**src/rtl/sdiv_pkg.sv**
```systemverilog
// Package for the pipelined signed divider: shared stage types and constants.
// No dependencies; used by every module in rtl/.
`default_nettype none
package sdiv_pkg;
	localparam int unsigned OutWidth    = 64;
	localparam int unsigned NarrowWidth = 32;
	localparam int unsigned RadixBits   = 4;

	typedef enum logic {
		OP_DIV32 = 1'b0,
		OP_DIV64 = 1'b1
	} op_t;

	// Sideband flags that travel with every operand through the array.
	typedef struct packed {
		logic wide;
		logic nneg;
		logic qneg;
		logic zero;
	} sdiv_ctl_t;
endpackage
`default_nettype wire

```
**src/rtl/sdiv_stage.sv**
```systemverilog
// One pipeline stage of the restoring divider array: RadixBits quotient bits.
// Depends on sdiv_pkg.
`default_nettype none
module sdiv_stage #(
	parameter int unsigned W = 64
) (
	input  wire logic              clk,
	input  wire logic              arst_n,
	input  wire logic              stall,
	input  wire logic              in_valid,
	input  wire sdiv_pkg::sdiv_ctl_t in_ctl,
	input  wire logic [W-1:0]      in_rem,
	input  wire logic [W-1:0]      in_quo,
	input  wire logic [W-1:0]      in_den,
	output logic                   out_valid,
	output sdiv_pkg::sdiv_ctl_t    out_ctl,
	output logic [W-1:0]           out_rem,
	output logic [W-1:0]           out_quo,
	output logic [W-1:0]           out_den
);
	import sdiv_pkg::*;

	logic [W-1:0] rem_n;
	logic [W-1:0] quo_n;

	// The quotient register doubles as the dividend shift register.
	always_comb begin
		logic [W:0] trial;
		logic [W:0] diff;
		rem_n = in_rem;
		quo_n = in_quo;
		for (int i = 0; i < int'(RadixBits); i++) begin
			trial = {rem_n, quo_n[W-1]};
			diff  = trial - {1'b0, in_den};
			quo_n = {quo_n[W-2:0], ~diff[W]};
			rem_n = diff[W] ? trial[W-1:0] : diff[W-1:0];
		end
	end

	always_ff @(posedge clk or negedge arst_n) begin
		if (!arst_n) begin
			out_valid <= 1'b0;
		end else if (!stall) begin
			out_valid <= in_valid;
		end
	end

	always_ff @(posedge clk) begin
		if (!stall) begin
			out_ctl <= in_ctl;
			out_rem <= rem_n;
			out_quo <= quo_n;
			out_den <= in_den;
		end
	end
endmodule
`default_nettype wire

```
**config.mk**
```make
export PLATFORM = sky130hd
export DESIGN_NAME = sdiv_stage
export DESIGN_NICKNAME = d
export VERILOG_FILES = /design/src/rtl/sdiv_pkg.sv /design/src/rtl/sdiv_stage.sv
export SDC_FILE = /design/constraint.sdc
export NUM_CORES = 1
export LEC_CHECK = 0
export ABC_AREA = 1
export BUFFER_PORTS_ARGS = -buffer_cell sky130_fd_sc_hd__buf_4
export CORE_MARGIN = 2
export CORE_UTILIZATION = 38
export CTS_CLUSTER_DIAMETER = 200
export DETAILED_ROUTE_END_ITERATION = 8
export MAX_ROUTING_LAYER = met4
export PLACE_DENSITY_LB_ADDON = 0.1
export SETUP_SLACK_MARGIN = 0.05
export SLEW_MARGIN = 20
export SYNTH_ARGS = -nofsm -noshare
export SYNTH_HDL_FRONTEND = slang
export SYNTH_SLANG_ARGS = --single-unit
```
**constraint.sdc**
```tcl
create_clock -name clk -period 1 [get_ports clk]
set_input_delay 0.15 -clock clk [delete_from_list [all_inputs] [get_ports clk]]
set_output_delay 0.15 -clock clk [all_outputs]
set_load 0.02 [all_outputs]
```
# After elaboration in Yosys (flattened, before gate mapping)
# Cells that the tools add are included.
# word_totals
latchBits,0
romBits,0
out_inout_bits,197
ram_bits,0
in_bits,200
mem_count,0
wordCells,20
regBits,197
# classes
div,0
eq_ne,0
n_shift,0
muxes,4
n_addsub,4
n_reduce_logical,0
n_bitwise,4
order_cmp,0
mul,0
# ops
op,count
$sub A65 B64 Y65,4
$mux W64,4
$not A1 Y1,4

# Depth between registers and ports, before layout
# Gate-level depths: netlist (run 1).
# logic_depth
ltp_word,8
depth_mapped,77
depth_no_buf,70

# Least setup slack after synthesis (run 1)
# OpenSTA, ideal clock, no wires.
# synth_timing
path_type,input to register
start,input in_quo[63]
end,register out_rem[55] (data pin)
path_slack_ns,-7.946
required_time_ns,0.747
arrival_ns,8.693
n_path_buf,7
setup_ns,0.253
stages,70
path_cell_list,inv_1 ha_1 inv_1 fa_1 nand2_1 nand2_1 nand3_1 nand2_1 nand2_1 nand2_2 nand2_1 nand2_2 nand2_2 nand2_1 nand2_2 nand2_4 inv_2 buf_4 (+34 left out) nand2_1 o21ai_2 ha_1 a21oi_1 nand2_1 a21oi_1 o21ai_1 a21boi_0 o21ai_1 nand3_1 nand3_1 a21o_1 a21oi_1 nand3_2 buf_6 buf_4 nand3_1 nand2_1
# synth_via
elab_chain_len,8
# synth_lines
item,line,source
from (decl),sdiv_stage.sv:13,"input wire logic [W-1:0] in_quo,"
$sub A65 B64 Y65,sdiv_stage.sv:34,"diff = trial - {1'b0, in_den};"
$mux W64 *,sdiv_stage.sv:36,rem_n = diff[W] ? trial[W-1:0] : diff[W-1:0];
$sub A65 B64 Y65,sdiv_stage.sv:34,
$mux W64 *,sdiv_stage.sv:36,
$sub A65 B64 Y65,sdiv_stage.sv:34,
$mux W64 *,sdiv_stage.sv:36,
$sub A65 B64 Y65,sdiv_stage.sv:34,
$mux W64 *,sdiv_stage.sv:36,
via rem_n[55],sdiv_stage.sv:23,logic [W-1:0] rem_n;
to (signal assigned),sdiv_stage.sv:51,out_rem <= rem_n;
to (decl),sdiv_stage.sv:17,"output logic [W-1:0] out_rem,"
# Mark *: on every way through the listed nets, which the timed path passes. The rest lies on a longest branch.
# A chain may end at the register's enable or synchronous reset.

# Worst setup path after layout (run 1)
# layout_timing
start,input in_den[42]
end,register out_rem[3] (data pin)
# layout_via
elab_chain_len,8
# layout_lines
item,line,source
from (decl),sdiv_stage.sv:14,"input wire logic [W-1:0] in_den,"
$sub A65 B64 Y65,sdiv_stage.sv:34,
$mux W64,sdiv_stage.sv:36,
$sub A65 B64 Y65,sdiv_stage.sv:34,
$mux W64,sdiv_stage.sv:36,
$sub A65 B64 Y65,sdiv_stage.sv:34,
$mux W64,sdiv_stage.sv:36,
$sub A65 B64 Y65,sdiv_stage.sv:34,
$mux W64 *,sdiv_stage.sv:36,
via rem_n[3],sdiv_stage.sv:23,
# Marks and branches as above.

==> results_tabular.tex, run 1 <==
\begin{tabular}{lr}
\hline
Metric & Value \\
\hline
\multicolumn{2}{l}{\textbf{Placement}} \\
Number of I/O port buffers & 396 \\
DP HPWL & approximately 110 mm \\
GPL Wtd Cong & between 1 and 1.5 \\
Setup WS pre-CTS & -9.086 ns \\
\multicolumn{2}{l}{\textbf{Synth}} \\
Largest family of logic cells by synthesized area & simple AND/OR/NAND/NOR gates \\
Area share of the largest cell type after synthesis & between 20 and 25\% \\
Distinct cells, synth & between 40 and 50 \\
Fraction of synthesized area in multiplexers & 0\% \\
Main area contributors after synthesis & sky130\_fd\_sc\_hd\_\_edfxtp\_1, sky130\_fd\_sc\_hd\_\_nand2\_1, sky130\_fd\_sc\_hd\_\_ha\_1 \\
Net Count, Synth & 4589 \\
Post-synthesis area per instance & between 6 and 7 sq um \\
Simple-gate share of the synthesized area & approximately 30\% \\
Adder-cell share of the synthesized area & between 10\% and 20\% \\
Register bit total from synthesis & 197 \\
Xor and xnor fraction of the mapped netlist area & slightly above 7\% \\
Yosys Warn Count & 0 \\
Netlist area before placement & 26750 sq um \\
Number of instances in the synthesized netlist & a little over 4000 \\
Part of the Yosys area used for sequential elements & about 22\% \\
Synthesized-area fraction occupied by ao, oa, aoi and oai cells & 18.66\% \\
Most area-hungry cell type in the Yosys netlist & sky130\_fd\_sc\_hd\_\_edfxtp\_1 \\
\multicolumn{2}{l}{\textbf{Route}} \\
Met3 routed wirelength & between 8 and 9 mm \\
Remaining design rule violation count & 0 \\
Highest signal layer in the routed design & met4 \\
Routed wire length & between 100 and 150 mm \\
Sum of routed wire segments on met1 & around 60 mm \\
Routed length per placed instance & between 15 and 20 um \\
TritonRoute pass-1 iters & 7 \\
Total via count after detailed routing & between 30000 and 40000 \\
WL met2 & 64.99 mm \\
Residual antenna-violating net count after detailed routing & 0 \\
Avg Vias per Cell & 5.065 \\
1st-iter DRT viols & 2889 \\
\multicolumn{2}{l}{\textbf{Pwr}} \\
LEAKAGE & about 0.025 uW \\
Psw & between 90000 and 100000 uW \\
Post-layout total power & roughly 200000 uW \\
Cell internal power dissipation & around 110000 uW \\
Clock network fraction of total power & about 4\% \\
Switching Fraction & $\sim$47\% \\
Relative contribution of combinational cells to total power & between 80\% and 90\% \\
Seq pwr share & under 10\% \\
IR Drop Worst-Case VDD & between 0.003 and 0.004 V \\
Cell area power density & 4072 nW/um\^{}2 \\
\multicolumn{2}{l}{\textbf{Final layout}} \\
Synth-to-Final Area Change & 87.76\% \\
Multi-input logic area & between 20000 and 25000 sq um \\
Most frequent cells in the layout & sky130\_fd\_sc\_hd\_\_buf\_4, sky130\_fd\_sc\_hd\_\_nand2\_1, sky130\_fd\_sc\_hd\_\_inv\_1 \\
Number of fill cells in the layout & just under 6000 \\
Footprint of the flip-flops and latches & around 5900 sq um \\
Fraction of layout instances using a drive strength above 1 & about 44\% \\
Total Nets Final & slightly below 7000 \\
Number of antenna cells inserted & 0 \\
Most common cell after layout, fill and taps aside & sky130\_fd\_sc\_hd\_\_buf\_4 \\
\multicolumn{2}{l}{\textbf{CTS}} \\
Clock transition at the register clock pins on the worst setup and hold paths after CTS & around 0.10 ns \\
Cell chosen for the clock root & sky130\_fd\_sc\_hd\_\_clkbuf\_16 \\
Total clock sinks & 197 \\
Clock latency of the later-clocked register in the worst-skew pair & roughly 0.52 ns \\
CTS H-tree lvls & 4 \\
Maximum number of buffers from clock root to sink & 2 \\
Clock buffers created by TritonCTS & 17 \\
CTS tree & yes \\
\multicolumn{2}{l}{\textbf{Timing}} \\
Fmax & approximately 110 MHz \\
Worst clock skew & 0 ns \\
Count of endpoints failing setup in the final report & around 270 \\
Setup Total Neg Slack & -558.54 ns \\
Post-Route Hold Slack & about 0.016 ns \\
Setup repair after global routing missed its margin & yes \\
Period utilization & 885.2\% \\
Minimum period implied by the final worst setup slack & slightly below 9 ns \\
Minimum setup slack in the final design & -7.852 ns \\
Slew at the pin closest to its max-slew limit & 0.5092 ns \\
Final count of hold timing violations & 0 \\
Tightest slew margin relative to the limit & 65.69\% \\
Count of pins over their slew limit & 0 \\
\multicolumn{2}{l}{\textbf{Worst setup path}} \\
Slowest CP cell & sky130\_fd\_sc\_hd\_\_ha\_4 \\
Signal arrival time at the worst endpoint & between 9 and 10 ns \\
Source of the worst register-to-register timing path & out\_valid \\
Critical path endpoint category & register \\
Most used cell, CP & sky130\_fd\_sc\_hd\_\_buf\_4 \\
Element type at the critical path start & primary input \\
Slowest Stage Delay on Critical Path & 0.37 ns \\
CP max FO & 12 \\
Setup slack, reg-to-reg & between 0.3 and 0.4 ns \\
Kind of critical path & primary input to register \\
Worst Path Required & 1.26 ns \\
Worst R2R End & out\_valid \\
Count of cells along the worst register-to-register path & 2 \\
\multicolumn{2}{l}{\textbf{Global route}} \\
Number of global-route vias before repair & 36473 \\
Initial antenna violation count & 1 \\
Maximum number of pins on one net before global-route repair & between 40 and 50 \\
Wire length of the first global-routing pass & roughly 210 mm \\
Total GRT Usage & around two fifths \\
Gr ovfl total & 0 \\
\multicolumn{2}{l}{\textbf{Floorplanning}} \\
Boundary Pins & 397 \\
Chip height & about 270 um \\
CORE AREA & 69910 sq um \\
DIE AREA & about 73000 sq um \\
Number of standard-cell rows in the floorplan & just under 100 \\
Starting utilization of the core area & 38.26\% \\
DIE WIDTH & 269.3 um \\
\multicolumn{2}{l}{\textbf{Worst hold path}} \\
Classification of the worst-slack hold path & primary input to register \\
Hold-critical path endpoint & out\_den[1] \\
Worst Hold Launch & in\_den[1] \\
Count of cells along the worst hold path & 2 \\
\multicolumn{2}{l}{\textbf{Status}} \\
Outcome & finished, violations left \\
Failing checks & setup timing \\
\multicolumn{2}{l}{\textbf{Job}} \\
Number of maximum-capacitance violations & 0 \\
\hline
\end{tabular}
[power groups by stage]
stage | Clock [uW] | Combinational, uW | Sequential [uW]
after global routing | 8430 | 194000 | 15000
after CTS | 8200 | 170000 | 14800
after detailed placement | 0 | 158000 | 14800
after floorplan | 0 | 75900 | 17300
final | 8110 | 182000 | 14800
after global placement | 0 | 157000 | 14800
[sequential cells by signal, summed over array words and instances, names as in the netlist]
name / flops
out_ctl: 4
out_den: 64
out_quo: 64
out_rem: 64
out_valid: 1
[worst max path at each step]
| stage | from | to | cells past startpoint | slack (ns) |
|---|---|---|---|---|
| after detailed placement | in_den[28] | out_rem[2] | 67 | -9.09 |
| after global placement | in_den[28] | out_rem[63] | 63 | -8.95 |
| after floorplan | in_quo[63] | out_rem[10] | 72 | -7.18 |
| after CTS | in_den[42] | out_rem[5] | 65 | -7.52 |
| after global routing | in_den[42] | out_rem[3] | 67 | -8.20 |
| final | in_den[42] | out_rem[3] | 69 | -7.85 |
[cell usage after synthesis, drive strengths merged]
cell type  instances
a211oi             4
a21boi            17
a21o              33
a21oi            360
a221oi             1
a311oi             1
a31o               1
a31oi             66
and2               1
and3               7
buf               61
clkbuf             4
dfrtp              1
edfxtp           196
fa                 4
ha               256
inv              563
nand2           1112
nand3            276
nand3b            18
nand4             23
nor2             455
nor3              38
nor4              18
o2111ai            4
o211a              1
o211ai            15
o21a              23
o21ai            317
o21bai            29
o311ai             1
or2                5
xnor2            131
xor2              87
[stage by stage]
step | cells | utilization [%] | instance area [sq um]
6_report | 7382 | 71.84 | 50220
5_1_grt | 7382 | 71.84 | 50220
4_1_cts | 7346 | 69.72 | 48740
3_5_place_dp | 7079 | 62.64 | 43790
3_3_place_gp | 7079 | 62.64 | 43790
2_1_floorplan | 4129 | - | 27120
[area by class of cell]
| type | instances | area share, % |
|---|---|---|
| multi-input cells | 3306 | 41.92 |
| clock buffers | 17 | 0.8470 |
| flip-flops and latches | 197 | 11.77 |
| well taps | 940 | 2.342 |
| clock inverters | 15 | 0.4235 |
| inverters | 563 | 4.340 |
| repair buffers | 2344 | 38.36 |
[layer usage]
| metal | up-vias | track usage, % |
|---|---|---|
| li1 | 18386 | - |
| met1 | 17331 | 49.33 |
| met2 | 1413 | 62.04 |
| met3 | 263 | 3.527 |
| met4 | 0 | 13.61 |
| met5 | - | - |
[worst max-delay path, delay by kind of cell]
| family | cells | cell delay, ns |
|---|---|---|
| buf+inv | 25 | 3.13 |
| simple gates | 27 | 2.55 |
| compound gates | 12 | 1.82 |
| fa+ha+maj | 4 | 1.27 |
| xor+xnor | 1 | 0.14 |
[cell families (layout without fill, tap and decap cells)]
logic type | Yosys count | after routing
DFF | 197 | 197
and+or+nand+nor | 1953 | 1955
buffers and inverters | 628 | 2939
AOI/OAI and AO/OA | 873 | 873
adders and majority gates | 260 | 260
xor gates and xnor gates | 218 | 218
[timing repair]
action	in CTS	in global routing
hold buffers	129	0
cloned	15	3
endpoints found under the hold margin	127	0
setup buffers	91	34
pin swaps	60	65
setup endpoints to repair	265	265
gates resized for setup	427	257
No activity file was read; power rests on OpenSTA's default activity.
==> run 2: changes to the inputs <==
REMOVE_ABC_BUFFERS = 1   (was not set)
==> results_tabular.tex, run 2 (synthesized netlist as in run 1, its figures left out) <==
\begin{tabular}{lr}
\hline
Metric & Value \\
\hline
\multicolumn{2}{l}{\textbf{Pwr}} \\
Relative contribution of combinational cells to total power & between 80\% and 90\% \\
LEAKAGE & 0.02534 uW \\
Post-layout total power & around 220000 uW \\
Seq pwr share & approximately 6.7\% \\
Psw & around 110000 uW \\
Cell internal power dissipation & between 100000 and 150000 uW \\
Clock network fraction of total power & between 3 and 4\% \\
Switching Fraction & between 40\% and 50\% \\
IR Drop Worst-Case VDD & around 0.0031 V \\
Cell area power density & roughly 4300 nW/um\^{}2 \\
\multicolumn{2}{l}{\textbf{Global route}} \\
Maximum number of pins on one net before global-route repair & 65 \\
Wire length of the first global-routing pass & a little under 200 mm \\
Gr ovfl total & 0 \\
Initial antenna violation count & 2 \\
Number of global-route vias before repair & about 35000 \\
Total GRT Usage & a little over a third \\
\multicolumn{2}{l}{\textbf{Worst setup path}} \\
Slowest CP cell & sky130\_fd\_sc\_hd\_\_fa\_2 \\
Slowest Stage Delay on Critical Path & roughly 0.40 ns \\
Critical path endpoint category & register \\
CP max FO & 7 \\
Most used cell, CP & sky130\_fd\_sc\_hd\_\_nand2\_1 \\
Signal arrival time at the worst endpoint & between 9 and 10 ns \\
Timing startpoint of the critical path & in\_den[42] \\
Worst Path Required & between 1 and 1.5 ns \\
Source of the worst register-to-register timing path & out\_valid \\
Kind of critical path & primary input to register \\
Element type at the critical path start & primary input \\
\multicolumn{2}{l}{\textbf{Final layout}} \\
Synth-to-Final Area Change & 95.11\% \\
Most frequent cells in the layout & sky130\_fd\_sc\_hd\_\_buf\_4, sky130\_fd\_sc\_hd\_\_nand2\_1, sky130\_fd\_sc\_hd\_\_inv\_1 \\
Fraction of layout instances using a drive strength above 1 & a little under half \\
Total Nets Final & 6897 \\
Leading registers by flop count & out\_den (64), out\_quo (64), out\_rem (64) \\
Number of fill cells in the layout & 5346 \\
Final instance area & $\sim$52000 sq um \\
Most common cell after layout, fill and taps aside & sky130\_fd\_sc\_hd\_\_buf\_4 \\
\multicolumn{2}{l}{\textbf{Worst hold path}} \\
Classification of the worst-slack hold path & primary input to register \\
Worst Hold Launch & in\_quo[60] \\
\multicolumn{2}{l}{\textbf{Status}} \\
Outcome & finished, violations left \\
Failing checks & setup timing \\
\multicolumn{2}{l}{\textbf{Timing}} \\
Minimum period implied by the final worst setup slack & between 9 and 10 ns \\
Period utilization & 901.5\% \\
Minimum setup slack in the final design & -8.015 ns \\
Slew at the pin closest to its max-slew limit & 0.6925 ns \\
Post-Route Hold Slack & about 0.040 ns \\
Setup repair after global routing missed its margin & yes \\
Final count of hold timing violations & 0 \\
Worst clock skew & 0 ns \\
Setup Total Neg Slack & -587.14 ns \\
Count of endpoints failing setup in the final report & roughly 460 \\
Tightest slew margin relative to the limit & between 50\% and 60\% \\
Count of pins over their slew limit & 0 \\
Fmax & between 100 and 150 MHz \\
\multicolumn{2}{l}{\textbf{CTS}} \\
Clock transition at the register clock pins on the worst setup and hold paths after CTS & around 0.090 ns \\
CTS H-tree lvls & 4 \\
Clock buffers created by TritonCTS & 17 \\
Total clock sinks & 197 \\
Maximum number of buffers from clock root to sink & 2 \\
CTS tree & yes \\
Cell chosen for the clock root & sky130\_fd\_sc\_hd\_\_clkbuf\_16 \\
Clock latency of the later-clocked register in the worst-skew pair & 0.50 ns \\
\multicolumn{2}{l}{\textbf{Floorplanning}} \\
Number of standard-cell rows in the floorplan & a little under 100 \\
Starting utilization of the core area & 38.26\% \\
Chip height & approximately 270 um \\
DIE WIDTH & 269.3 um \\
CORE AREA & around 70000 sq um \\
DIE AREA & $\sim$73000 sq um \\
Boundary Pins & between 300 and 400 \\
\multicolumn{2}{l}{\textbf{Route}} \\
Total via count after detailed routing & slightly below 40000 \\
TritonRoute pass-1 iters & 9 \\
Routed wire length & 146.5 mm \\
Residual antenna-violating net count after detailed routing & 0 \\
1st-iter DRT viols & approximately 3800 \\
Routed length per placed instance & between 15 and 20 um \\
Remaining design rule violation count & 0 \\
Avg Vias per Cell & 5.250 \\
\multicolumn{2}{l}{\textbf{Placement}} \\
Number of I/O port buffers & just under 400 \\
DP HPWL & around 110 mm \\
GPL Wtd Cong & around 1.0 \\
Instance area after placement & 43270 sq um \\
Setup WS pre-CTS & -9.047 ns \\
\multicolumn{2}{l}{\textbf{Job}} \\
Number of maximum-capacitance violations & 0 \\
\hline
\end{tabular}
## run 2: timing repair
| item | in CTS | in global routing |
|---|---|---|
| resized for setup | 272 | 860 |
| setup endpoints to repair | 265 | 461 |
| buffers inserted | 18 | 89 |
| hold buffers | 131 | 0 |
| cloned | 6 | 43 |
| endpoints found under the hold margin | 129 | 0 |
| pin swaps | 44 | 195 |
## run 2: power groups by stage
stage / clock [uW] / sequential, uW / combinational [uW]
2_1_floorplan: 0 / 16000 / 58000
3_3_place_gp: 0 / 14800 / 149000
3_5_place_dp: 0 / 14800 / 150000
4_1_cts: 8370 / 14700 / 158000
5_1_grt: 8600 / 15000 / 211000
6_report: 8250 / 14900 / 200000
## run 2: area by class of cell
class	instances	area [sq um]	share of cell area (%)
diodes	2	5.005	0.009590
clock buffers	17	425.4	0.8151
clock inverters	15	232.7	0.4459
inverters	563	2197	4.210
multi-input cells	3307	22460	43.03
flip-flops and latches	197	5911	11.33
well taps	940	1176	2.254
repair buffers	2350	19770	37.89
repair inverters	1	8.758	0.01678
## run 2: final timing paths
path	end	slack (ns)	cells after the start
hold reg to reg	out_valid	0.67	3
setup reg to reg	out_valid	0.21	3
setup / recovery	out_rem[2]	-8.02	67
min in group asynchronous	out_valid	0.50	3
max in group asynchronous	out_valid	0.39	3
hold / removal	out_rem[0]	0.04	4
## run 2: per-layer routing
metal / track usage, % / vias to the layer above / routed length [um]
met5: - / - / 0
met1: 46.74 / 18081 / 59510
li1: - / 18433 / -
met3: 2.859 / 427 / 11510
met4: 13.13 / 0 / 8340
met2: 56.57 / 1865 / 67150
## run 2: worst max-delay path, delay by kind of cell
| kind | cells | cell delay [ns] |
|---|---|---|
| buf+inv | 17 | 2.16 |
| simple gates | 34 | 3.53 |
| fa+ha+maj | 4 | 1.26 |
| compound gates | 12 | 2.14 |
## run 2: stage by stage
stage          cells  utilization (%)
5_1_grt         7392            74.65
4_1_cts         7260            66.59
3_3_place_gp    7073            61.90
6_report        7392            74.65
2_1_floorplan   4064                -
3_5_place_dp    7073            61.90
